`src/sv/tti_pkg.sv`:
```
package tti_pkg;

  localparam int unsigned TimeWidth = 64;
  localparam int unsigned ProdWidth = 2 * TimeWidth;
  localparam logic [TimeWidth-1:0] NsPerS = TimeWidth'(64'd1_000_000_000);

  typedef enum logic {
    CMD_ANCHOR  = 1'b0,
    CMD_RESOLVE = 1'b1
  } cmd_e;

  // One request as the front end hands it to the arithmetic back end.
  // All operands are taken from the anchor state right after the update.
  typedef struct packed {
    logic                 mul_en;    // time needs base + a * b / d
    logic [TimeWidth-1:0] base_ns;   // newer anchor time, or 0 with no anchor
    logic [TimeWidth-1:0] op_a;
    logic [TimeWidth-1:0] op_b;
    logic [TimeWidth-1:0] op_d;
    logic                 drift_en;  // two anchors and a positive time span
    logic [TimeWidth-1:0] dticks;
    logic [TimeWidth-1:0] dns;
    logic [31:0]          nominal;   // never zero
    logic [1:0]           anchors;
  } job_t;

  // Queue write side, front end to queue.
  typedef struct packed {
    logic push;
    job_t job;
  } q_wr_t;

  function automatic logic [TimeWidth-1:0] mag(input logic [TimeWidth-1:0] x);
    mag = x[TimeWidth-1] ? (TimeWidth'(0) - x) : x;
  endfunction

endpackage

```
`src/sv/tti_front.sv`:
```
module tti_front import tti_pkg::*; (
  input  logic                 clk_i,
  input  logic                 rst_ni,
  input  logic [31:0]          nominal_rate_i,
  input  logic                 in_valid_i,
  output logic                 in_ready_o,
  input  logic                 command_i,
  input  logic [TimeWidth-1:0] ticks_i,
  input  logic [TimeWidth-1:0] gps_ns_i,
  input  logic                 q_full_i,
  output q_wr_t                q_wr_o,
  output logic [1:0]           count_o
);

  logic [TimeWidth-1:0] older_ticks_q, older_ns_q, newer_ticks_q, newer_ns_q;
  logic [TimeWidth-1:0] older_ticks_d, older_ns_d, newer_ticks_d, newer_ns_d;
  logic [1:0]           count_q, count_d;
  logic                 accept;
  logic [TimeWidth-1:0] dticks, dns;
  logic [31:0]          nominal;
  job_t                 job;

  assign in_ready_o = !q_full_i;
  assign accept     = in_valid_i && in_ready_o;
  assign count_o    = count_q;

  always_comb begin
    older_ticks_d = older_ticks_q;
    older_ns_d    = older_ns_q;
    newer_ticks_d = newer_ticks_q;
    newer_ns_d    = newer_ns_q;
    count_d       = count_q;
    if (command_i == CMD_ANCHOR) begin
      older_ticks_d = newer_ticks_q;
      older_ns_d    = newer_ns_q;
      newer_ticks_d = ticks_i;
      newer_ns_d    = gps_ns_i;
      count_d       = (count_q == 2'd2) ? 2'd2 : count_q + 2'd1;
    end
  end

  assign dticks  = newer_ticks_d - older_ticks_d;
  assign dns     = newer_ns_d - older_ns_d;
  assign nominal = (nominal_rate_i == 32'd0) ? 32'd1 : nominal_rate_i;

  always_comb begin
    job          = '0;
    job.dticks   = dticks;
    job.dns      = dns;
    job.nominal  = nominal;
    job.anchors  = count_d;
    job.op_a     = ticks_i - newer_ticks_d;
    job.drift_en = (count_d == 2'd2) && (dns != '0) && !dns[TimeWidth-1];
    if (count_d == 2'd2) begin
      job.base_ns = newer_ns_d;
      job.mul_en  = (dticks != '0);
      job.op_b    = dns;
      job.op_d    = dticks;
    end else if (count_d == 2'd1) begin
      job.base_ns = newer_ns_d;
      job.mul_en  = 1'b1;
      job.op_b    = NsPerS;
      job.op_d    = TimeWidth'(nominal);
    end
  end

  assign q_wr_o.push = accept;
  assign q_wr_o.job  = job;

  always_ff @(posedge clk_i or negedge rst_ni) begin
    if (!rst_ni) begin
      older_ticks_q <= '0;
      older_ns_q    <= '0;
      newer_ticks_q <= '0;
      newer_ns_q    <= '0;
      count_q       <= '0;
    end else if (accept) begin
      older_ticks_q <= older_ticks_d;
      older_ns_q    <= older_ns_d;
      newer_ticks_q <= newer_ticks_d;
      newer_ns_q    <= newer_ns_d;
      count_q       <= count_d;
    end
  end

endmodule

```
`config.mk`:
```
export PLATFORM = sky130hd
export DESIGN_NAME = tti_front
export DESIGN_NICKNAME = d
export VERILOG_FILES = /design/src/sv/tti_pkg.sv /design/src/sv/tti_front.sv
export SDC_FILE = /design/constraint.sdc
export NUM_CORES = 1
export LEC_CHECK = 0
export ABC_AREA = 1
export BUFFER_PORTS_ARGS = -buffer_cell sky130_fd_sc_hd__buf_4
export CORE_MARGIN = 4
export CORE_UTILIZATION = 30
export DETAILED_ROUTE_END_ITERATION = 10
export PLACE_DENSITY_LB_ADDON = 0.1
export SETUP_SLACK_MARGIN = 0.4
export SLEW_MARGIN = 30
export SYNTH_ARGS = -nofsm -noshare
export SYNTH_HDL_FRONTEND = slang
export SYNTH_SLANG_ARGS = --single-unit
```
`constraint.sdc`:
```
create_clock -name clk_i -period 5.8 [get_ports clk_i]
set_input_delay 0.87 -clock clk_i [delete_from_list [all_inputs] [get_ports clk_i]]
set_output_delay 0.87 -clock clk_i [all_outputs]
set_load 0.01 [all_outputs]
```
==> flow_metrics.tcl <==
set metrics [dict create \
    root_buffer "clkbuf_16" \
    dp_hpwl_mm 120.8 \
    nets 6253 \
    cp-endpoint "q_wr_o[419]" \
    power_frac_clock_pct 16.4 \
    syn_inst 5333 \
    maxSlewHeadroom_pct 29.16 \
    coreArea_um2 98560 \
    die_w_um 323.7 \
    preCtsSetupSlack_ps 121.2 \
    setup_slack_ps 459.5 \
    synth-seq-area-share_pct 21.59 \
    synth_area_leaders "nand2_1 (25%), dfrtp_1 (22%), inv_1 (12%)" \
    die_h_um 323.7 \
    period_share_pct 92.08 \
    io_pins 589 \
    fin_crit_ps 5341 \
    areaGrowthSynthToFinish_pct 26.92 \
    rows 115 \
    slew_viol_final 0 \
    vias 34980 \
    avgSynthCellArea_um2 5.606 \
    netSwitchingFraction_pct 50.77 \
    p_leak_nw 21.29 \
    reg2reg_to "newer_ticks_q[61]$_DFFE_PN0P_" \
    gr-usage-met3_pct 3.038 \
    vias_per_cell 4.853 \
    whs_ps 216.1 \
    worstSetupStartpointType "input pin" \
    tightest_slew_ps 1051 \
    critPathMaxFanout 32 \
    gr-usage-met2_pct 45.39 \
    final_hold_viol_count 0 \
    cts.sinks 258 \
    status "complete, no violations" \
    skew_ps 26.64 \
    grt_pass1_vias 33710 \
    cts_buffer_depth 3 \
    routed_wl_mm 144.4 \
    cts.clk_slew.worst_paths_ps 60 \
    rsz0062_at_grt "yes" \
    place_congestion 1.017 \
    reg2reg_slack_ps 4490 \
    netlist.area_leader.share_pct 24.73 \
    crit_arrival_ps 4470 \
    synth_top_area_cell "nand2_1" \
    overflow 0 \
    switching_power_w 0.006916 \
    gr-usage-met1_pct 33.44 \
    p_int_w 0.006707 \
    ys_ff_latch 258 \
    yosys_warnings 0 \
    crit_start "command_i" \
    drc 0 \
    pwr-share-comb_pct 67.1 \
    numCtsBuffers 34 \
    drt_iter0_markers 2387 \
    antenna_found_initial 1 \
    powerDensity_nw_per_um2 359.0 \
    routedWlPerCell_um 20.04 \
    busiest_layer "met2" \
    first_pass_iters 6 \
    path_class "input pin to primary output" \
    grt_pass1_wl_mm 207.8 \
    portBuffers 588 \
    synthesis.nets 5691 \
    clkLatencyLatePin_ps 560 \
    hold_path_class "input pin to asynchronous set/reset pin" \
    start_util_pct 30.33 \
    finalSetupViolCount 0 \
    synth_cell_types 51 \
    cts_tree "built" \
    ir_worst_vdd_v 0.0001697 \
    ff2ff_path_depth 5 \
    maxClockFrequency_mhz 187.2 \
    grtUsageTotal_pct 26.14 \
    pwr-share-seq_pct 16.5 \
    max-cap-violations 0 \
    r2r-start "newer_ticks_q[61]$_DFFE_PN0P_" \
    crit_required_ps 4930 \
    drive_above_1_share_pct 16.04 \
    synth_area_um2 29900 \
    dieArea_um2 104800 \
    htreeDepth 2 \
    critPathCaptureType "primary output" \
    grt_max_degree 219 \
    postRouteAntennaNets 0 \
    setup_tns_ps 0 \
    postCtsHoldBufs 0 \
]
cell usage after synthesis (all sizes together):
| cell | count |
|---|---|
| o31a | 2 |
| nand3b | 38 |
| fa | 3 |
| a21boi | 4 |
| o311ai | 3 |
| o211ai | 3 |
| a21o | 8 |
| nand4 | 34 |
| nor2 | 421 |
| a2111oi | 1 |
| a31oi | 28 |
| and2 | 2 |
| o221ai | 3 |
| and3 | 1 |
| or2 | 4 |
| nor3 | 35 |
| a21oi | 316 |
| nand2 | 1997 |
| o2111ai | 2 |
| xnor2 | 37 |
| xor2 | 59 |
| inv | 957 |
| ha | 190 |
| clkbuf | 147 |
| o21a | 11 |
| a221oi | 2 |
| buf | 23 |
| o21ai | 565 |
| nor4 | 17 |
| o21bai | 22 |
| clkinv | 4 |
| dfrtp | 258 |
| nand3 | 136 |
layout make-up:
cell class / instances / area [um2]
fillers: 11250 / 60620
multi-input cells: 3944 / 19590
flip-flops and latches: 258 / 6456
repair buffers: 696 / 5513
inverters: 961 / 3628
well taps: 1287 / 1610
clock buffers: 52 / 1032
clock inverters: 7 / 117.6
diodes: 2 / 5.005
worst min-delay path by stage:
stage,endpoint,slack [ps],from
2_1_floorplan,older_ns_q[1]$_DFFE_PN0P_,450,older_ns_q[1]$_DFFE_PN0P_
3_3_place_gp,older_ns_q[15]$_DFFE_PN0P_,460,older_ns_q[15]$_DFFE_PN0P_
3_5_place_dp,older_ticks_q[0]$_DFFE_PN0P_,460,older_ticks_q[0]$_DFFE_PN0P_
4_1_cts,older_ns_q[42]$_DFFE_PN0P_,210,rst_ni
5_1_grt,newer_ns_q[45]$_DFFE_PN0P_,230,rst_ni
6_report,newer_ns_q[45]$_DFFE_PN0P_,220,rst_ni
stage by stage:
step	instances	total power, W	utilization [%]	area, um2
6_report	7207	0.01362	38.50	37950
5_1_grt	7205	0.01463	38.50	37940
4_1_cts	7201	0.01358	38.07	37520
3_5_place_dp	7140	0.01122	36.72	36200
3_3_place_gp	7140	0.01124	36.72	36200
2_1_floorplan	5333	0.006954	-	29900
logic make-up (layout without fill, tap and decap cells):
group | count (synthesis) | after routing | share of synthesized area [%]
compound gates | 970 | 970 | 17.05
xor+xnor | 96 | 96 | 2.862
fa+ha+maj | 193 | 193 | 8.152
buf+inv | 1131 | 1716 | 14.26
flops | 258 | 258 | 21.59
other cells | 0 | 2 | 0
simple gates | 2685 | 2685 | 36.08
state kept, by name, summed over array words and instances (netlist names):
signal and flops:
newer_ticks_q 64, newer_ns_q 64, count_o 2, older_ns_q 64
older_ticks_q 64
layout by cell type (no fill, tap or decap), drive strengths merged, types with 28 or more instances in the layout:
cell type,netlist,final
nand2,1997,1997
nor2,421,421
buf,23,692
dfrtp,258,258
nand4,34,34
nor3,35,35
a21oi,316,316
ha,190,190
o21ai,565,565
nand3,136,136
clkbuf,147,55
inv,957,960
xnor2,37,37
nand3b,38,38
xor2,59,59
a31oi,28,28
routing by layer:
metal / share of wire [%] / routed length (um) / vias to the layer above
li1: - / - / 17730
met1: 44 / 63560 / 16000
met2: 47 / 67770 / 1032
met3: 5.0 / 7246 / 209
met4: 4.0 / 5823 / 0
met5: 0 / 0 / -
critical path, cell delays in order:
cell	delay [ps]
buf_12	170
inv_16	100
or2_2	300
o21ai_1	160
inv_1	100
fa_1	470
inv_1	120
nand3_1	90
nand2_2	140
nand2_1	80
nand2_2	110
nand2_1	60
nand2_1	120
xnor2_1	140
buf_4	160
nand2_1	50
nor3_1	270
nand3_1	210
nor2_1	180
nand3_1	110
nor2_2	130
nor2_4	70
buf_4	170
power groups by stage:
stage	Clock, W	Sequential [W]	Combinational [W]
6_report	0.00223	0.00225	0.00914
5_1_grt	0.00237	0.00229	0.00997
4_1_cts	0.00230	0.00225	0.00903
3_5_place_dp	0	0.00227	0.00895
3_3_place_gp	0	0.00227	0.00897
2_1_floorplan	0	0.00225	0.00471
timing repair:
| action | in CTS | in global routing |
|---|---|---|
| pin swaps | 0 | 2 |
| setup endpoints to repair | 2 | 12 |
| buffers inserted | 0 | 1 |
| cloned | 2 | 3 |
| resized for setup | 48 | 136 |
Note: power is estimated with default switching activity, not from simulation.
