[src/sv/tti_pkg.sv]
package tti_pkg;

  localparam int unsigned TimeWidth = 64;
  localparam int unsigned ProdWidth = 2 * TimeWidth;
  localparam logic [TimeWidth-1:0] NsPerS = TimeWidth'(64'd1_000_000_000);

  typedef enum logic {
    CMD_ANCHOR  = 1'b0,
    CMD_RESOLVE = 1'b1
  } cmd_e;

  // One request as the front end hands it to the arithmetic back end.
  // All operands are taken from the anchor state right after the update.
  typedef struct packed {
    logic                 mul_en;    // time needs base + a * b / d
    logic [TimeWidth-1:0] base_ns;   // newer anchor time, or 0 with no anchor
    logic [TimeWidth-1:0] op_a;
    logic [TimeWidth-1:0] op_b;
    logic [TimeWidth-1:0] op_d;
    logic                 drift_en;  // two anchors and a positive time span
    logic [TimeWidth-1:0] dticks;
    logic [TimeWidth-1:0] dns;
    logic [31:0]          nominal;   // never zero
    logic [1:0]           anchors;
  } job_t;

  // Queue write side, front end to queue.
  typedef struct packed {
    logic push;
    job_t job;
  } q_wr_t;

  function automatic logic [TimeWidth-1:0] mag(input logic [TimeWidth-1:0] x);
    mag = x[TimeWidth-1] ? (TimeWidth'(0) - x) : x;
  endfunction

endpackage

[src/sv/tti_queue.sv]
module tti_queue import tti_pkg::*; (
  input  logic  clk_i,
  input  logic  rst_ni,
  input  q_wr_t q_wr_i,
  output logic  full_o,
  input  logic  pop_i,
  output logic  valid_o,
  output job_t  job_o
);

  job_t       mem_q [2];
  logic       wr_ptr_q, rd_ptr_q;
  logic [1:0] cnt_q;
  logic       do_pop;

  assign full_o  = (cnt_q == 2'd2);
  assign valid_o = (cnt_q != 2'd0);
  assign job_o   = mem_q[rd_ptr_q];
  assign do_pop  = pop_i && valid_o;

  always_ff @(posedge clk_i) begin
    if (q_wr_i.push) begin
      mem_q[wr_ptr_q] <= q_wr_i.job;
    end
  end

  always_ff @(posedge clk_i or negedge rst_ni) begin
    if (!rst_ni) begin
      wr_ptr_q <= 1'b0;
      rd_ptr_q <= 1'b0;
      cnt_q    <= 2'd0;
    end else begin
      if (q_wr_i.push) wr_ptr_q <= !wr_ptr_q;
      if (do_pop) rd_ptr_q <= !rd_ptr_q;
      if (q_wr_i.push && !do_pop) cnt_q <= cnt_q + 2'd1;
      else if (do_pop && !q_wr_i.push) cnt_q <= cnt_q - 2'd1;
    end
  end

endmodule

[config.mk]
export PLATFORM = sky130hd
export DESIGN_NAME = tti_queue
export DESIGN_NICKNAME = d
export VERILOG_FILES = /design/src/sv/tti_pkg.sv /design/src/sv/tti_queue.sv
export SDC_FILE = /design/constraint.sdc
export NUM_CORES = 1
export LEC_CHECK = 0
export BUFFER_PORTS_ARGS = -buffer_cell sky130_fd_sc_hd__buf_4
export CORE_AREA = 2 2 331 333
export CTS_CLUSTER_SIZE = 30
export DETAILED_ROUTE_END_ITERATION = 8
export DIE_AREA = 0 0 333 335
export PLACE_DENSITY = 0.61
export SYNTH_ARGS = -nofsm -noshare
export SYNTH_HDL_FRONTEND = slang
export SYNTH_SLANG_ARGS = --single-unit
[constraint.sdc]
create_clock -name clk_i -period 50.5 [get_ports clk_i]
set_input_delay 12.625 -clock clk_i [delete_from_list [all_inputs] [get_ports clk_i]]
set_output_delay 12.625 -clock clk_i [all_outputs]
set_load 0.005 [all_outputs]
==> results of run 1 <==
==> cells in the mapped netlist <==
| cell type | number | area share |
|---|---|---|
| ha_1 | 1 | 0.00039 |
| nor2_1 | 1 | 0.00012 |
| edfxtp_1 | 840 | 0.78 |
| and2_1 | 1 | 0.00019 |
| nor2b_1 | 2 | 0.00039 |
| mux2_4 | 390 | 0.18 |
| or2_2 | 1 | 0.00019 |
| dfrtp_1 | 4 | 0.0031 |
| buf_12 | 33 | 0.020 |
| mux2_2 | 30 | 0.010 |
| buf_8 | 10 | 0.0046 |
| nand2_1 | 1 | 0.00012 |
| xor2_1 | 3 | 0.00081 |
| xnor2_1 | 2 | 0.00054 |
| buf_2 | 3 | 0.00046 |
| buf_6 | 1 | 0.00035 |
==> power by group <==
part | total (uW) | internal [uW] | switching (uW) | leakage, uW
combinational | 763 | 433 | 329 | 0.00752
clock | 613 | 351 | 261 | 0.00131
sequential | 972 | 932 | 39.9 | 0.00793
total | 2350 | 1720 | 630 | 0.0168
==> per-layer routing <==
metal	wire [um]	GRT usage
met5	23	0
met4	1710	0.0415
met3	7410	0.0534
met2	40100	0.233
met1	28000	0.142
==> critical path, stage by stage (launching register included) <==
cell and delay (ns):
dfrtp_4 0.87, buf_4 0.77, buf_4 0.93, buf_4 0.65
buf_4 0.81, mux2_4 0.37, buf_4 0.14
==> how the worst max path moves through the flow <==
stage	from	to	slack [ns]
4_1_cts	rd_ptr_q	job_o[50]	32.37
6_report	rd_ptr_q	job_o[146]	32.53
3_3_place_gp	rd_ptr_q	job_o[104]	33.25
3_5_place_dp	rd_ptr_q	job_o[50]	33.11
5_1_grt	rd_ptr_q	job_o[146]	32.18
2_1_floorplan	q_wr_i[420]	mem_q[0][0]	18.59
==> area by class of cell <==
class                           instances  share of cell area
Sequential cell                       844               0.595
Antenna cell                            4            0.000235
Clock buffer                          116              0.0547
Tap cell                             1414              0.0415
Clock inverter                         39             0.00893
Multi-Input combinational cell        432               0.148
Timing Repair Buffer                  863               0.152
==> per-stage QoR <==
stage	hold WS (ns)	setup slack, ns
after CTS	0.492	32.37
after global placement	0.473	33.25
after floorplan	0.447	18.59
after detailed placement	0.477	33.11
final	0.488	32.53
after global routing	0.505	32.18
==> cell families after synthesis <==
family	after synthesis	share of synthesized area
AND/OR/NAND/NOR	6	0.00100
buffers and inverters	47	0.0258
XOR/XNOR	5	0.00135
adder cells (fa/ha/maj)	1	0.000386
multiplexers	420	0.191
flip-flops	844	0.781
==> cells in the final DEF (no fill, tap or decap), types with 2 or more instances in the layout <==
cell / count
clkinv_2: 8
diode_2: 4
inv_16: 3
mux2_2: 30
bufinv_16: 5
clkbuf_16: 89
xnor2_1: 2
edfxtp_1: 840
clkinv_1: 15
clkbuf_1: 27
buf_4: 862
clkinvlp_4: 3
mux2_4: 390
dfrtp_1: 3
xor2_1: 3
inv_6: 3
==> sequential cells by signal (all words and copies together), names as in the netlist <==
name	count
rd_ptr_q	1
mem_q	840
cnt_q	2
wr_ptr_q	1
==> qor.csv, run 1 <==
metric,value,unit
Starting Density,0.300,
Avg Synthesized Cell Area,24.5,sq um
register area,0.0253,sq mm
post-synthesis sequential area ratio,0.781,
pwr/cell area,55.1,mW/mm^2
CTS tree,yes,
status,"complete, no violations",
H-tree level count,3,
routed vias/inst,4.24,
Tmin final,17.97,ns
slew of the pin with the lowest slew margin,1.14,ns
arrival time worst endpoint,5.35,ns
Hold Path Depth,1,
hold crit path type,reg2reg,
worst clock skew,0.0178,ns
Synth Net Count,1748,
first-pass GRT wire length,109,mm
number of synthesized register bits,844,
Die Y,335,um
max-cap violations,0,
Worst-path clk slew,0.06,ns
Critical Path RT,37.88,ns
vias after detailed routing,15700,
share of layout cells above drive strength 1,0.610,
largest vdd supply drop,0.0000358,V
reg2reg setup slack,45.99,ns
Core Box Area,0.108,sq mm
placed instance area,0.0399,sq mm
Multi-input gate area,0.00629,sq mm
"Design Area, Final",0.0426,sq mm
clk_lat worst skew,0.64,ns
drt first-iter violations,965,
Worst Hold End,cnt_q[1],
fin. max-slew vios,0,
DR pass1 iterations,5,
Routed WL,77.2,mm
Synth Instances,1323,
Mapped Area,0.0324,sq mm
Worst Path Max Fanout,58,
Die X,333,um
Yosys cell types,16,
PortBufs,845,
RR Startpoint,wr_ptr_q,
P&R area growth vs syn,31.3,%
Setup CP Type,reg2out,
filler instances,9771,
# IOs,846,
YS warnings,0,
largest net degree at the start of global routing,150,
HPWL Detailed,55.1,mm
die area,0.112,sq mm
DRC,0,
Final Non-Filler Cells,3712,
DR WL/cell,20.8,um
RSZ-0062 raised after global routing,false,
# resized after CTS,0,
Final setup viols,0,
Post-CTS Hold Fix Bufs,0,
# rows,121,
CTS Buf Count,87,
total global routing overflow,0,
Slew headroom,0.243,
total power,2350,uW
gpl congestion,0.791,
Critical Path Sink Type,primary output,
Max clock buf depth,3,
Leak,0.0168,uW
Final Hold Fails,0,
worst r2r path cells,4,
CP startpoint kind,flop,
placed cells,3553,
Sink Count,844,
antenna-violating nets left,0,
fmax,55.6,MHz
Post-CTS Setup Inserts,0,
clock root buffer,clkbuf_16,
vias in the first global route,16800,
nets,2653,
Hold Startpoint,cnt_q[1],
Reg2Reg Capture Point,mem_q[1][383],
final cycle utilization of the critical path,0.356,
Fin Setup TNS,0,ns
initial antenna violation count,7,
fin util,0.394,
GRT Resource Usage Total,0.131,
No activity file was read; power rests on OpenSTA's default activity.
==> inputs of run 2 (changes only) <==
==> constraint.sdc (replaced) <==
create_clock -name clk_i -period 17.1 [get_ports clk_i]
set_input_delay 4.275 -clock clk_i [delete_from_list [all_inputs] [get_ports clk_i]]
set_output_delay 4.275 -clock clk_i [all_outputs]
set_load 0.005 [all_outputs]
==> run 2 against run 1 <==
Global-route usage about the same; final area rose by 0.85%; clock-buffer cell count shrank 6; setup slack worse by 24 ns; register-to-register slack got worse by 32 ns; core utilization rose by 0.34 points; clock power increased to 3.2 times the previous value; sequential cell count unchanged; critical endpoint is now job_o[361]; hold slack worse by 0.0016 ns; highest routed layer unchanged.
==> qor.csv, run 2 (synthesized netlist as in run 1, its figures left out) <==
metric,value,unit,change
Post-CTS Setup Inserts,0,,unchanged
largest net degree at the start of global routing,150,,unchanged
Comb pwr share,0.319,,-0.006
antenna-violating nets left,0,,unchanged
Sink Count,844,,unchanged
most frequent cells in the layout,"853 x buf_4, 840 x edfxtp_1, 390 x mux2_4",,
Die X,333,um,unchanged
Critical Path RT,12.82,ns,-25.06 ns
PnR worst setup slack,8.98,ns,-23.54 ns
Int Power,5210,uW,+200%
# IOs,846,,unchanged
Slew headroom,0.216,,-0.0270
CTS tree,yes,,
pwr/cell area,165,mW/mm^2,+200%
Setup CP Type,reg2out,,
CTS Buf Count,91,,+4.6%
# resized after CTS,0,,unchanged
Critical Path Sink Type,primary output,,
hold crit path type,reg2reg,,
status,"complete, no violations",,
"Slowest-stage cell, CP",buf_4,,
HPWL Detailed,54.2,mm,-1.8%
Worst-path clk slew,0.05,ns,about the same
H-tree level count,3,,unchanged
Routed WL,77.1,mm,-0.19%
Post-CTS Hold Fix Bufs,0,,unchanged
vias after detailed routing,15800,,+0.40%
Core Box Area,0.108,sq mm,unchanged
# rows,121,,unchanged
CP startpoint kind,flop,,
pre-CTS setup slack,9.56,ns,-23.55 ns
max FFs per register,840,,unchanged
Sw Share,0.268,,-0.000885
P&R area growth vs syn,32.4,%,
fin. max-slew vios,0,,unchanged
Final Hold Fails,0,,unchanged
most frequent CP cell,buf_4,,
Largest regs,"mem_q (840), cnt_q (2)",,
final cycle utilization of the critical path,0.475,,
"Critical Path, Cell by Cell",buf_12 > buf_4 > mux2_4 > buf_4,,
Starting Density,0.300,,unchanged
DR WL/cell,20.7,um,-0.40%
fmax,123,MHz,
total global routing overflow,0,,unchanged
Leak,0.0169,uW,+0.81%
Fin Setup TNS,0,ns,unchanged
drt first-iter violations,882,,-8.6%
register area,0.0253,sq mm,unchanged
Multi-input gate area,0.00629,sq mm,unchanged
nets,2652,,-0.038%
max-cap violations,0,,unchanged
gpl congestion,0.779,,-1.5%
sw power,1900,uW,+200%
initial antenna violation count,8,,+1
"commonest non-fill, non-tap cell in the layout",buf_4,,
slowest cell delay on critical path,1.02,ns,+0.09 ns
Worst Path Max Fanout,106,,+83%
DR pass1 iterations,5,,unchanged
first-pass GRT wire length,109,mm,+0.15%
DRC,0,,unchanged
arrival time worst endpoint,3.84,ns,-1.51 ns
share of layout cells above drive strength 1,0.616,,+0.00536
filler instances,9708,,-0.64%
Final setup viols,0,,unchanged
clock power share,0.278,,+0.017
Biggest register,mem_q,,
clk_lat worst skew,0.66,ns,+0.02 ns
Die Y,335,um,unchanged
die area,0.112,sq mm,unchanged
vias in the first global route,16900,,+0.33%
clock root buffer,clkbuf_16,,
Max clock buf depth,3,,unchanged
buffer and inverter count on the worst path,3,,-2
worst clock skew,0.0258,ns,+0.00800 ns
slew of the pin with the lowest slew margin,1.18,ns,+0.0405 ns
routed vias/inst,4.25,,+0.18%
Tmin final,8.12,ns,
total power,7110,uW,+200%
GRT Resource Usage Total,0.132,,+0.000190
Flop pwr share,0.402,,-0.012
largest vdd supply drop,0.000110,V,+210%
RSZ-0062 raised after global routing,false,,
PortBufs,845,,unchanged
top cell family by delay on the critical path,buffers and inverters,,
run 2: changes by cell type in the layout (fill, tap and decap cells not counted), moves of 2 or more:
cell and delta:
buf_4 -9, clkbuf_1 -9, clkinvlp_4 +7, bufinv_16 +6, buf_12 +4, clkbuf_16 +3, inv_8 +3, clkinv_16 +2
clkinv_2 +2, diode_2 +2, inv_6 -2
run 2: final timing paths:
kind                       startpoint  slack, ns  cells after the start       endpoint
setup / recovery             rd_ptr_q       8.98                      4     job_o[361]
hold / removal               cnt_q[1]       0.49                      1       cnt_q[1]
setup reg to reg             wr_ptr_q      13.56                      4  mem_q[0][199]
hold reg to reg              cnt_q[1]       0.49                      1       cnt_q[1]
max in group asynchronous      rst_ni      13.52                      1       rd_ptr_q
min in group asynchronous      rst_ni       3.44                      1       wr_ptr_q
run 2: power by group through the flow:
stage | logic [uW] | clock network, uW | registers (uW)
finish | 2270 | 1980 | 2860
detailed placement | 2300 | 0 | 2910
global placement | 2290 | 0 | 2890
CTS | 2320 | 2040 | 2860
floorplan | 1430 | 0 | 3040
global route | 2420 | 2120 | 2890
run 2: stage by stage:
stage | instances | cell area, sq um | hold slack, ns | utilization
4_1_cts | 3714 | 42900 | 0.491 | 0.397
3_5_place_dp | 3548 | 39900 | 0.479 | 0.369
3_3_place_gp | 3548 | 39900 | 0.467 | 0.369
6_report | 3720 | 43000 | 0.487 | 0.397
5_1_grt | 3719 | 43000 | 0.510 | 0.397
2_1_floorplan | 1323 | 32400 | 0.447 | -
run 2: layer usage:
layer / share of wire / wire length [um] / global-route usage / vias up
met3: 0.095 / 7340 / 0.0496 / 96
met5: 0.00014 / 11 / 0 / -
met4: 0.020 / 1540 / 0.0431 / 2
met1: 0.37 / 28300 / 0.146 / 7911
met2: 0.52 / 39900 / 0.232 / 680
li1: - / - / - / 7117
run 2: final cells by class:
type / instances / share of cell area
sequential: 844 / 0.590
timing repair buffer: 858 / 0.151
multi-input combinational: 432 / 0.146
clock buffer: 110 / 0.0552
tap: 1414 / 0.0412
clock inverter: 56 / 0.0159
antenna: 6 / 0.000349
run 2: worst reg2reg max path, stage by stage (launching register included):
cell and delay (ns):
dfrtp_1 0.43, nor2b_4 0.12, buf_4 0.66, buf_4 0.97
buf_12 0.62
