### src/sv/tti_pkg.sv
package tti_pkg;

  localparam int unsigned TimeWidth = 64;
  localparam int unsigned ProdWidth = 2 * TimeWidth;
  localparam logic [TimeWidth-1:0] NsPerS = TimeWidth'(64'd1_000_000_000);

  typedef enum logic {
    CMD_ANCHOR  = 1'b0,
    CMD_RESOLVE = 1'b1
  } cmd_e;

  // One request as the front end hands it to the arithmetic back end.
  // All operands are taken from the anchor state right after the update.
  typedef struct packed {
    logic                 mul_en;    // time needs base + a * b / d
    logic [TimeWidth-1:0] base_ns;   // newer anchor time, or 0 with no anchor
    logic [TimeWidth-1:0] op_a;
    logic [TimeWidth-1:0] op_b;
    logic [TimeWidth-1:0] op_d;
    logic                 drift_en;  // two anchors and a positive time span
    logic [TimeWidth-1:0] dticks;
    logic [TimeWidth-1:0] dns;
    logic [31:0]          nominal;   // never zero
    logic [1:0]           anchors;
  } job_t;

  // Queue write side, front end to queue.
  typedef struct packed {
    logic push;
    job_t job;
  } q_wr_t;

  function automatic logic [TimeWidth-1:0] mag(input logic [TimeWidth-1:0] x);
    mag = x[TimeWidth-1] ? (TimeWidth'(0) - x) : x;
  endfunction

endpackage

### src/sv/tti_muldiv.sv
module tti_muldiv import tti_pkg::*; (
  input  logic                 clk_i,
  input  logic                 rst_ni,
  input  logic                 start_i,
  input  logic [TimeWidth-1:0] a_i,
  input  logic [TimeWidth-1:0] b_i,
  input  logic [TimeWidth-1:0] d_i,
  output logic                 done_o,
  output logic [TimeWidth-1:0] q_o
);

  typedef enum logic [3:0] {
    MD_IDLE = 4'b0001,
    MD_MUL  = 4'b0010,
    MD_DIV  = 4'b0100,
    MD_FIN  = 4'b1000
  } md_state_e;

  md_state_e            state_q, state_d;
  logic                 neg_q;
  logic [TimeWidth-1:0] ma_q, mb_q, md_q, rem_q, q_q;
  logic [ProdWidth-1:0] acc_q;
  logic [6:0]           cnt_q;
  logic                 done_q;

  logic [31:0]          a_part, b_part;
  logic [63:0]          pp;
  logic [ProdWidth-1:0] pp_sh;
  logic [TimeWidth:0]   rem_sh;
  logic                 ge;

  // Four 32x32 partial products, one per cycle.
  always_comb begin
    a_part = cnt_q[1] ? ma_q[63:32] : ma_q[31:0];
    b_part = cnt_q[0] ? mb_q[63:32] : mb_q[31:0];
    pp     = a_part * b_part;
    case ({cnt_q[1], cnt_q[0]})
      2'b00:   pp_sh = {64'd0, pp};
      2'b11:   pp_sh = {pp, 64'd0};
      default: pp_sh = {32'd0, pp, 32'd0};
    endcase
  end

  // Restoring division, one quotient bit per cycle; the quotient shifts into acc.
  assign rem_sh = {rem_q, acc_q[ProdWidth-1]};
  assign ge     = (rem_sh >= {1'b0, md_q});

  always_comb begin
    state_d = state_q;
    case (state_q)
      MD_IDLE: if (start_i) state_d = MD_MUL;
      MD_MUL:  if (cnt_q[1:0] == 2'd3) state_d = MD_DIV;
      MD_DIV:  if (cnt_q == 7'd127) state_d = MD_FIN;
      MD_FIN:  state_d = MD_IDLE;
      default: state_d = MD_IDLE;
    endcase
  end

  always_ff @(posedge clk_i) begin
    case (state_q)
      MD_IDLE: begin
        neg_q <= a_i[TimeWidth-1] ^ b_i[TimeWidth-1] ^ d_i[TimeWidth-1];
        ma_q  <= mag(a_i);
        mb_q  <= mag(b_i);
        md_q  <= mag(d_i);
        acc_q <= '0;
        rem_q <= '0;
      end
      MD_MUL: acc_q <= acc_q + pp_sh;
      MD_DIV: begin
        rem_q <= ge ? TimeWidth'(rem_sh - {1'b0, md_q}) : rem_sh[TimeWidth-1:0];
        acc_q <= {acc_q[ProdWidth-2:0], ge};
      end
      MD_FIN: q_q <= neg_q ? (TimeWidth'(0) - acc_q[TimeWidth-1:0])
                           : acc_q[TimeWidth-1:0];
      default: ;
    endcase
  end

  always_ff @(posedge clk_i or negedge rst_ni) begin
    if (!rst_ni) begin
      state_q <= MD_IDLE;
      cnt_q   <= '0;
      done_q  <= 1'b0;
    end else begin
      state_q <= state_d;
      done_q  <= (state_q == MD_FIN);
      if (state_q != state_d) cnt_q <= '0;
      else if (state_q != MD_IDLE) cnt_q <= cnt_q + 7'd1;
    end
  end

  assign done_o = done_q;
  assign q_o    = q_q;

endmodule

### src/sv/tti_back.sv
module tti_back import tti_pkg::*; (
  input  logic                 clk_i,
  input  logic                 rst_ni,
  input  logic                 job_valid_i,
  input  job_t                 job_i,
  output logic                 job_pop_o,
  output logic                 out_valid_o,
  input  logic                 out_ready_i,
  output logic [TimeWidth-1:0] time_ns_o,
  output logic [TimeWidth-1:0] drift_ppb_o,
  output logic [1:0]           anchors_held_o
);

  typedef enum logic [4:0] {
    BK_IDLE  = 5'b00001,
    BK_TIME  = 5'b00010,
    BK_MEAS  = 5'b00100,
    BK_DRIFT = 5'b01000,
    BK_DONE  = 5'b10000
  } bk_state_e;

  bk_state_e            state_q;
  job_t                 job_q;
  logic                 start_q;
  logic [TimeWidth-1:0] time_q, meas_q, drift_q;
  logic [TimeWidth-1:0] op_a, op_b, op_d, md_quot;
  logic                 md_done;
  logic                 out_valid_q, load;
  logic [TimeWidth-1:0] time_out_q, drift_out_q;
  logic [1:0]           anchors_out_q;

  always_comb begin
    op_a = job_q.op_a;
    op_b = job_q.op_b;
    op_d = job_q.op_d;
    case (state_q)
      BK_MEAS: begin
        op_a = job_q.dticks;
        op_b = NsPerS;
        op_d = job_q.dns;
      end
      BK_DRIFT: begin
        op_a = meas_q - TimeWidth'(job_q.nominal);
        op_b = NsPerS;
        op_d = TimeWidth'(job_q.nominal);
      end
      default: ;
    endcase
  end

  tti_muldiv u_muldiv (
    .clk_i   (clk_i),
    .rst_ni  (rst_ni),
    .start_i (start_q),
    .a_i     (op_a),
    .b_i     (op_b),
    .d_i     (op_d),
    .done_o  (md_done),
    .q_o     (md_quot)
  );

  assign job_pop_o = (state_q == BK_IDLE);
  assign load      = (state_q == BK_DONE) && (!out_valid_q || out_ready_i);

  always_ff @(posedge clk_i) begin
    if (state_q == BK_IDLE && job_valid_i) job_q <= job_i;
    if (state_q == BK_TIME && !job_q.mul_en) time_q <= job_q.base_ns;
    if (state_q == BK_TIME && job_q.mul_en && md_done) time_q <= job_q.base_ns + md_quot;
    if (state_q == BK_TIME && !job_q.drift_en) drift_q <= '0;
    if (state_q == BK_MEAS && md_done) meas_q <= md_quot;
    if (state_q == BK_DRIFT && md_done) drift_q <= md_quot;
    if (load) begin
      time_out_q    <= time_q;
      drift_out_q   <= drift_q;
      anchors_out_q <= job_q.anchors;
    end
  end

  always_ff @(posedge clk_i or negedge rst_ni) begin
    if (!rst_ni) begin
      state_q     <= BK_IDLE;
      start_q     <= 1'b0;
      out_valid_q <= 1'b0;
    end else begin
      start_q <= 1'b0;
      if (load) out_valid_q <= 1'b1;
      else if (out_ready_i) out_valid_q <= 1'b0;
      case (state_q)
        BK_IDLE: if (job_valid_i) begin
          state_q <= BK_TIME;
          start_q <= job_i.mul_en;
        end
        BK_TIME: if (!job_q.mul_en || md_done) begin
          state_q <= job_q.drift_en ? BK_MEAS : BK_DONE;
          start_q <= job_q.drift_en;
        end
        BK_MEAS: if (md_done) begin
          state_q <= BK_DRIFT;
          start_q <= 1'b1;
        end
        BK_DRIFT: if (md_done) state_q <= BK_DONE;
        BK_DONE:  if (load) state_q <= BK_IDLE;
        default:  state_q <= BK_IDLE;
      endcase
    end
  end

  assign out_valid_o    = out_valid_q;
  assign time_ns_o      = time_out_q;
  assign drift_ppb_o    = drift_out_q;
  assign anchors_held_o = anchors_out_q;

endmodule

### config.mk
export PLATFORM = sky130hd
export DESIGN_NAME = tti_back
export DESIGN_NICKNAME = d
export VERILOG_FILES = /design/src/sv/tti_pkg.sv /design/src/sv/tti_muldiv.sv /design/src/sv/tti_back.sv
export SDC_FILE = /design/constraint.sdc
export NUM_CORES = 2
export LEC_CHECK = 0
export ABC_AREA = 0
export BUFFER_PORTS_ARGS = -buffer_cell sky130_fd_sc_hd__buf_2
export CORE_ASPECT_RATIO = 1.75
export CORE_MARGIN = 2
export CORE_UTILIZATION = 30
export DETAILED_ROUTE_END_ITERATION = 16
export HOLD_SLACK_MARGIN = 0.02
export PLACE_DENSITY = 0.41
export SLEW_MARGIN = 20
export SYNTH_ARGS = -nofsm -noshare
export SYNTH_HDL_FRONTEND = slang
export SYNTH_HIERARCHICAL = 1
export SYNTH_SLANG_ARGS = --single-unit
### constraint.sdc
create_clock -name clk_i -period 15.1 [get_ports clk_i]
set_clock_uncertainty 0.1 [all_clocks]
set_input_delay 3.02 -clock clk_i [delete_from_list [all_inputs] [get_ports clk_i]]
set_output_delay 3.02 -clock clk_i [all_outputs]
set_load 0.05 [all_outputs]
==> qor.csv <==
stage;metric;value;unit
run_status;status;finished clean;
clock_tree;clockBufferDepth;4;
drt;highest_layer;met5;
critical_path;r2r_start;u_muldiv/cnt_q[1];
synth;synthesis.nets;11800;
critical_path;cpPeakStageDelay;750;ps
critical_path;cp_max_fo;37;
final_layout;final_cells;14800;
synth;ys.flop_type;edfxtp_1;
drt;vias;77900;
clock_tree;clk_pin_slew_worst_paths;70;ps
synth;synth_top_family_by_area;adder cells;
floorplan;core_area;332000;sq um
sta;relSlewSlack;0.131;
clock_tree;cts_root_buf;clkbuf_16;
final_layout;regArea;36300;sq um
synth;synth.top_cell.area_share;0.358;
sta;worst_slew_pin_slew;1300;ps
sta;fmax;68.7;MHz
global_route;grt_start_max_net_pins;172;
floorplan;ios;556;
drt;dr_wl_met3;20000;um
worst_hold_path;min_path_type;reg2reg;
final_layout;drive_gt1_frac;0.111;
placed_design;routabilityCongestion;1.06;
critical_path;cp.required;15540;ps
final_layout;final_area;113000;sq um
global_route;grt_overflow;0;
drt;dr.pass1.iters;8;
synth;synth_edf_count;1191;
floorplan;die_y;767;um
critical_path;cp.depth;41;
floorplan;die_x;440;um
drt;wl_met2;235000;um
clock_tree;numCtsBuffers;143;
drt;postRouteAntennaNets;0;
sta;rsz0062_at_grt;no;
drt;drc;0;
job;cap_violations;0;
floorplan;rows;280;
synth;synth.largest_area_cell;edfxtp_1;
critical_path;start_kind;flop;
final_layout;fin_nets;12200;
critical_path;worstPathArrival;15000;ps
synth;yosysSeqAreaShare;0.363;
critical_path;endpoint;u_muldiv/acc_q[126];
placed_design;postPlaceCellArea;108000;sq um
synth;synth.area.top_cells;edfxtp_1, fa_1, ha_1;
final_layout;syn_to_final_growth;12.9;%
synth;synth_cell_types;95;
synth;syn-cell-area;99900;sq um
synth;postSynth.asyncResetShare;0.0157;
sta;slew_viol_final;0;
drt;routed_wl;446000;um
placed_design;port_buffers;555;
synth;synthXorXnorAreaFrac;0.0513;
critical_path;critPathKind;reg2reg;
final_layout;multiInputGateArea;58300;sq um
critical_path;path_buf_inv;5;
synth;syn_area_per_cell;10.1;sq um
clock_tree;htreeDepth;4;
clock_tree;cts.sinks;1210;
synth;yosysMostFrequentCell;edfxtp_1;
global_route;grt_pass1_vias;83800;
sta;setup_viol;0;
critical_path;reg2reg_depth;41;
sta;period_minus_slack;14560;ps
synth;yosys.area_share.simple;0.133;
placed_design;dpl.cell_count;14500;
critical_path;end_kind;flop;
floorplan;start_util;0.301;
clock_tree;clk_latency;890;ps
global_route;grt_usage;0.262;
global_route;grt_pass1_wl;628000;um
synth;synthAdderAreaFrac;0.251;
drt;viasPerCell;5.28;
sta;tns;0;ps
drt;drt-initial-drc-count;5314;
synth;yosys-mux-area-fraction;0.0186;
clock_tree;cts-resized-gates;0;
synth;synth.top_cells.by_count;edfxtp_1, nand2_1, inv_1;
critical_path;r2r_end;u_muldiv/acc_q[126];
synth;synth_compound_area_frac;0.125;
critical_path;ff2ff_setup_slack;540;ps
synth;synth_cells;9864;
critical_path;cp_slowest_cell;mux2i_2;
sta;final-hold-violation-count;0;
drt;wl_per_cell;30.2;um
synth;ys_ff_latch;1210;
global_route;antenna_found_initial;63;
floorplan;design.die.area;338000;sq um
clock_tree;cts_tree;yes;
final_layout;nFillCells;33800;
critical_path;crit_start;u_muldiv/cnt_q[1];
drt;wl_met1;154000;um
critical_path;crit_family;compound AO/OA/AOI/OAI gates;
synth;yosys_warnings;6;
sta;post-route-period-util;0.965;
placed_design;dp_hpwl;359000;um
## cells by family after synthesis
| group | Yosys count |
|---|---|
| compound gates | 1973 |
| flops | 1210 |
| buf+inv | 1531 |
| mux | 177 |
| xor+xnor | 585 |
| fa+ha+maj | 1462 |
| simple gates | 2926 |
## routing by layer
layer	vias up	global-route usage
met1	39600	0.273
met3	930	0.0348
met5	-	0
li1	34800	-
met4	32	0.179
met2	2542	0.483
## timing repair
item / in CTS / in global routing
setup buffers: 0 / 2
endpoints found under the setup margin: 0 / 1
hold buffers: 0 / 0
## layout make-up
| cell class | count | share of cell area |
|---|---|---|
| diodes | 20 | 0.000444 |
| well taps | 4371 | 0.0485 |
| clock inverters | 69 | 0.00603 |
| repair buffers | 734 | 0.0377 |
| clock buffers | 174 | 0.0335 |
| flip-flops and latches | 1210 | 0.322 |
| inverters | 1057 | 0.0353 |
| multi-input cells | 7123 | 0.517 |
## stage by stage
stage                     hold WS, ps  worst slack (ps)   util
after floorplan                   300              1400      -
final                             307               536  0.340
after detailed placement          305               537  0.326
after global routing              316              64.3  0.340
after global placement            301              2.34  0.326
after CTS                         302               499  0.339
## flip-flops by register name (all words and copies together), names as in the netlist, 4 cells and up
register / cells
u_muldiv/rem_q: 64
u_muldiv/md_q: 64
u_muldiv/q_o: 64
state_q: 5
time_ns_o: 64
drift_ppb_o: 64
job_q: 420
u_muldiv/ma_q: 64
meas_q: 64
u_muldiv/cnt_q: 7
drift_q: 64
u_muldiv/acc_q: 128
time_q: 64
u_muldiv/mb_q: 64
u_muldiv/state_q: 4
## worst min path at each step
stage                     cells past startpoint         from  slack [ps]                end
final                                         0   time_q[19]         310      time_ns_o[19]
after global routing                          0  drift_q[35]         320    drift_ppb_o[35]
after CTS                                     0  drift_q[53]         300    drift_ppb_o[53]
after detailed placement                      0   drift_q[0]         300     drift_ppb_o[0]
after global placement                        0  drift_q[25]         300    drift_ppb_o[25]
after floorplan                               0     job_q[0]         300  anchors_held_o[0]
## placed cells by master (no fill, tap or decap), types with 40 or more instances in the layout
cell type,n
edfxtp_1,1191
nand2_1,1087
inv_1,1056
nor2_1,914
fa_1,900
o21ai_0,577
ha_1,561
buf_2,555
a21oi_1,478
xnor2_1,444
buf_4,169
a21o_1,168
clkbuf_16,146
xor2_1,139
and2_1,138
nand4_1,137
a22o_1,109
nand3_1,102
o31ai_1,98
and3_1,97
a22oi_1,85
nor3_1,75
or3_1,74
o21bai_1,71
mux2_2,64
mux2i_1,63
or4_1,59
nand2b_1,47
a31oi_1,47
nor2b_1,44
a211oi_1,44
o41ai_1,44
mux2i_2,40
Power is not shown: default switching activity piles up to over one toggle a cycle in this logic, so the estimate is an artifact.
